File: src/rtl/core/ypd_pkg.sv
// Shared types and constants of the YIN pitch detector.
package ypd_pkg;

  // Field widths fixed by the interface
  localparam int SAMPLE_W   = 16;
  localparam int THRESH_W   = 16;
  localparam int RATE_W     = 18;
  localparam int WINREG_W   = 13;
  localparam int CFG_IDX_W  = 2;
  localparam int CFG_DATA_W = 18;
  localparam int ND_W       = 20;
  localparam int FREQ_W     = 19;
  localparam int CONF_W     = 17;
  localparam int SUM_W      = 56;

  // Configuration register indexes
  localparam logic [CFG_IDX_W-1:0] CFG_THRESHOLD = 2'd0;
  localparam logic [CFG_IDX_W-1:0] CFG_RATE      = 2'd1;
  localparam logic [CFG_IDX_W-1:0] CFG_WINDOW    = 2'd2;

  // Reset values of the configuration registers
  localparam logic [THRESH_W-1:0] THRESHOLD_RST = 16'd9830;
  localparam logic [RATE_W-1:0]   RATE_RST      = 18'd48000;
  localparam logic [WINREG_W-1:0] WINDOW_RST    = 13'd2208;
  localparam logic [WINREG_W-1:0] MIN_WINDOW    = 13'd1024;

  // Arithmetic limits
  localparam logic [ND_W-1:0]   NORM_MAX = 20'hFFFFF;
  localparam logic [SUM_W-1:0]  SUM_MAX  = {SUM_W{1'b1}};
  localparam logic [FREQ_W-1:0] FREQ_LO  = 19'd15360;
  localparam logic [FREQ_W-1:0] FREQ_HI  = 19'd307200;

  // Input queue between the front and the analysis engine
  localparam int QUEUE_DEPTH = 4;
  localparam int QUEUE_AW    = 2;

  typedef struct packed {
    logic signed [SAMPLE_W-1:0] sample;
    logic                       block_end;
  } in_beat_t;

  typedef struct packed {
    logic              pitch_found;
    logic [FREQ_W-1:0] frequency_q8;
    logic [CONF_W-1:0] confidence_q16;
    logic              voiced;
  } out_beat_t;

  typedef struct packed {
    logic [THRESH_W-1:0] threshold;
    logic [RATE_W-1:0]   rate;
  } cfg_t;

endpackage

File: src/rtl/core/ypd_queue.sv
// Short input queue that decouples sample acceptance from the analysis engine.
module ypd_queue
  import ypd_pkg::*;
(
  input  logic     clk,
  input  logic     rst,
  input  logic     push,
  input  in_beat_t push_data,
  output logic     full,
  input  logic     pop,
  output in_beat_t pop_data,
  output logic     not_empty
);

  in_beat_t              entries [QUEUE_DEPTH];
  logic [QUEUE_AW-1:0]   wr_ptr;
  logic [QUEUE_AW-1:0]   rd_ptr;
  logic [QUEUE_AW:0]     count;

  assign full      = (count == (QUEUE_AW+1)'(QUEUE_DEPTH));
  assign not_empty = (count != '0);
  assign pop_data  = entries[rd_ptr];

  // Pointers and fill level
  always_ff @(posedge clk) begin
    if (rst) begin
      wr_ptr <= '0;
      rd_ptr <= '0;
      count  <= '0;
    end else begin
      if (push) wr_ptr <= wr_ptr + 1'b1;
      if (pop)  rd_ptr <= rd_ptr + 1'b1;
      if (push && !pop) count <= count + 1'b1;
      else if (pop && !push) count <= count - 1'b1;
    end
  end

  // Storage
  always_ff @(posedge clk) begin
    if (push) entries[wr_ptr] <= push_data;
  end

endmodule

File: config.mk
export PLATFORM = sky130hd
export DESIGN_NAME = ypd_queue
export DESIGN_NICKNAME = d
export VERILOG_FILES = /design/src/rtl/core/ypd_pkg.sv /design/src/rtl/core/ypd_queue.sv
export SDC_FILE = /design/constraint.sdc
export NUM_CORES = 1
export LEC_CHECK = 0
export ABC_AREA = 1
export BUFFER_PORTS_ARGS = -buffer_cell sky130_fd_sc_hd__buf_2
export CAP_MARGIN = 40
export CORE_UTILIZATION = 44
export CTS_CLUSTER_DIAMETER = 150
export DETAILED_ROUTE_END_ITERATION = 7
export HOLD_SLACK_MARGIN = 0.08
export PLACE_DENSITY = 0.74
export SLEW_MARGIN = 15
export SYNTH_ARGS = -nofsm -noshare
export SYNTH_HDL_FRONTEND = slang
export SYNTH_SLANG_ARGS = --single-unit
export TNS_END_PERCENT = 20
File: constraint.sdc
create_clock -name clk -period 1.86 [get_ports clk]
set_clock_uncertainty 0.2 [all_clocks]
set_input_delay 0.465 -clock clk [delete_from_list [all_inputs] [get_ports clk]]
set_output_delay 0.465 -clock clk [all_outputs]
set_load 0.01 [all_outputs]
==> impl_metrics.env <==
export IMPL_syn_area_per_cell_um2=13.58
export IMPL_reg2reg_slack_ns=0.31
export IMPL_ctsLongestPathBuffers=2
export IMPL_clkTransAtPathRegs_ns=0.08
export IMPL_crit_path_start_kind="flip-flop"
export IMPL_area_delta_synth_final_pct=22.06
export IMPL_post_cts_buffers=0
export IMPL_coreArea_um2=6495
export IMPL_layout_min_cycle_time_ns=2.046
export IMPL_slew_headroom_pct=85.27
export IMPL_fp_row_count=29
export IMPL_cp_cell_sequence="buf_6, o21ai_1, o22ai_1, buf_2"
export IMPL_cp_top_family="flip-flops"
export IMPL_post_dp_hpwl_um=3788
export IMPL_die_h_um=84.97
export IMPL_wl_per_cell_um=14.96
export IMPL_io_pins=40
export IMPL_worstReg2RegEnd="entries[0][15]"
export IMPL_ys_types=21
export IMPL_drv_slew=0
export IMPL_mostFrequentLayoutCell="edfxtp_1"
export IMPL_start_util_pct=46.64
export IMPL_crit_buf_inv=2
export IMPL_clkLatencyLatePin_ns=0.35
export IMPL_crit_path_end_kind="output pin"
export IMPL_timing_rr_start="wr_ptr[0]"
export IMPL_synth_top_area_share_pct=67.41
export IMPL_cts_num_sinks=77
export IMPL_grt_usage_pct=16.58
export IMPL_yosys_area_top_type="edfxtp_1"
export IMPL_cp_required_ns=1.19
export IMPL_violations="design-rule violations, negative setup slack"
export IMPL_antenna_cells=0
export IMPL_root_buffer="clkbuf_8"
export IMPL_numCtsBuffers=9
export IMPL_rr_worst_depth=5
export IMPL_ys_ff_latch=77
export IMPL_netlist_top_cells_area="edfxtp_1 67%, dfxtp_1 5.9%, nor2_1 5.1%"
export IMPL_cap_violations=0
export IMPL_synth_cell_area_um2=3029
export IMPL_viasPerCell=5.049
export IMPL_cp_depth=4
export IMPL_h_tree_depth=3
export IMPL_yosysSeqAreaShare_pct=73.36
export IMPL_leakagePower_nw=1.437
export IMPL_drtIter0Drc=59
export IMPL_ir_drop_mv=0.4752
export IMPL_worst_pin_slew_ns=0.2210
export IMPL_cp_arrival_ns=1.38
export IMPL_antenna_found_initial=0
export IMPL_grt_pass1_wl_um=8825
export IMPL_overflow=0
export IMPL_syn_inst=223
export IMPL_wl_um=5506
export IMPL_layout_common_cells="68 x edfxtp_1, 41 x nor2_1, 39 x buf_2"
export IMPL_grt_max_degree=17
export IMPL_num_vias=1858
export IMPL_final_util_pct=56.93
export IMPL_postRouteAntennaNets=0
export IMPL_firstDrtPassIters=6
export IMPL_fin_ws_ns=-0.1855
export IMPL_drive_gt1_share_pct=32.30
export IMPL_fin_nets=313
export IMPL_hold_class="in2reg"
export IMPL_setup_violations=17
export IMPL_cpPeakStageDelay_ns=0.42
export IMPL_clock_fmax_mhz=488.9
export IMPL_portBuffers=39
export IMPL_p_per_area_nw_per_um2=1025
export IMPL_critPathCapture="pop_data[10]"
export IMPL_fill_cells=523
export IMPL_rsz0062_at_grt="true"
export IMPL_gp_congestion=0.7325
export IMPL_post_route_period_util_pct=110.0
export IMPL_outcome="complete, but fails checks"
export IMPL_drcViolationCount=1
export IMPL_path_max_fanout=9
export IMPL_syn_num_nets=250
export IMPL_crit_path_top_delay_cell="dfxtp_4"
export IMPL_die_area_um2=7220
export IMPL_cts_tree="built"
export IMPL_grt_pass1_vias=1834
export IMPL_die_x_um=84.97
export IMPL_hold_violations=0
export IMPL_fin_tns_setup_ns=-2.336
export IMPL_ys_warn_count=0
export IMPL_critPathKind="reg2out"
==> kinds of logic (layout without fill, tap and decap cells) <==
kind of cell	Yosys count	after routing	synth area share (%)
adder cells (fa/ha/maj)	6	6	2.726
AO/OA/AOI/OAI	59	59	11.69
AND/OR/NAND/NOR	54	54	6.857
buffers and inverters	26	94	5.080
flip-flops	77	77	73.36
XOR/XNOR	1	1	0.2892
==> Yosys cell counts <==
cell type	count
inv_2	1
dfxtp_1	9
buf_6	6
inv_4	1
nand2_1	10
xor2_1	1
edfxtp_1	68
o22ai_1	17
o21ai_2	10
a21oi_1	3
nor2_1	41
fa_1	1
nand3_1	1
nand4_1	1
o21ai_0	16
buf_2	1
nor3_1	1
buf_4	2
inv_1	15
o21ai_1	13
ha_1	5
==> cell type report <==
class	count	area, um2	area share [%]
inverters	17	73.82	1.997
repair buffers	61	401.6	10.86
well taps	77	96.34	2.606
clock buffers	9	123.9	3.350
multi-input cells	120	683.2	18.48
flip-flops and latches	77	2230	60.30
clock inverters	7	88.84	2.403
==> worst min-delay path by stage <==
stage	startpoint	endpoint	slack [ns]	cells after the start
5_1_grt	push_data[16]	entries[1][16]	0.12	1
6_report	push_data[7]	entries[0][7]	0.13	1
4_1_cts	push_data[7]	entries[2][7]	0.11	1
3_5_place_dp	rd_ptr[1]	flip-flop	0.23	1
2_1_floorplan	rd_ptr[1]	flip-flop	0.21	1
3_3_place_gp	rd_ptr[1]	rd_ptr[1]	0.23	1
==> layer usage <==
layer | part of all wire [%] | track usage [%]
met4 | 2.4 | 8.783
met1 | 44 | 19.20
met5 | 0 | 0
met2 | 50 | 28.01
met3 | 3.8 | 4.767
==> registers in the layout (all words and copies together), names as in the netlist, named ones only <==
register / flops
wr_ptr: 2
rd_ptr: 2
entries: 68
count: 3
==> power by group <==
part | internal, W | leakage (nW) | switching, W | total (W)
combinational | 0.000185 | 0.631 | 0.000255 | 0.000440
clock | 0.000748 | 0.105 | 0.000597 | 0.00134
sequential | 0.00196 | 0.701 | 0.0000397 | 0.00200
total | 0.00290 | 1.44 | 0.000891 | 0.00379
==> repair_timing <==
action	CTS	global route
gates resized for setup	11	15
pin swaps	3	4
endpoints found under the hold margin	1	0
setup endpoints to repair	17	17
hold buffers	1	0
==> per-stage QoR <==
stage                     hold WS, ns  worst slack (ns)  instance area [um2]  total power, W  instances
after floorplan                0.2115            0.1942                 3029        0.002283        223
after global placement         0.2267           0.03328                 3403        0.002445        351
after detailed placement       0.2264          0.002721                 3403        0.002463        351
after CTS                      0.1149           -0.1851                 3652        0.003808        368
after global routing           0.1200           -0.2619                 3697        0.003940        368
final                          0.1315           -0.1855                 3697        0.003789        368
(Power assumes the default switching activity.)
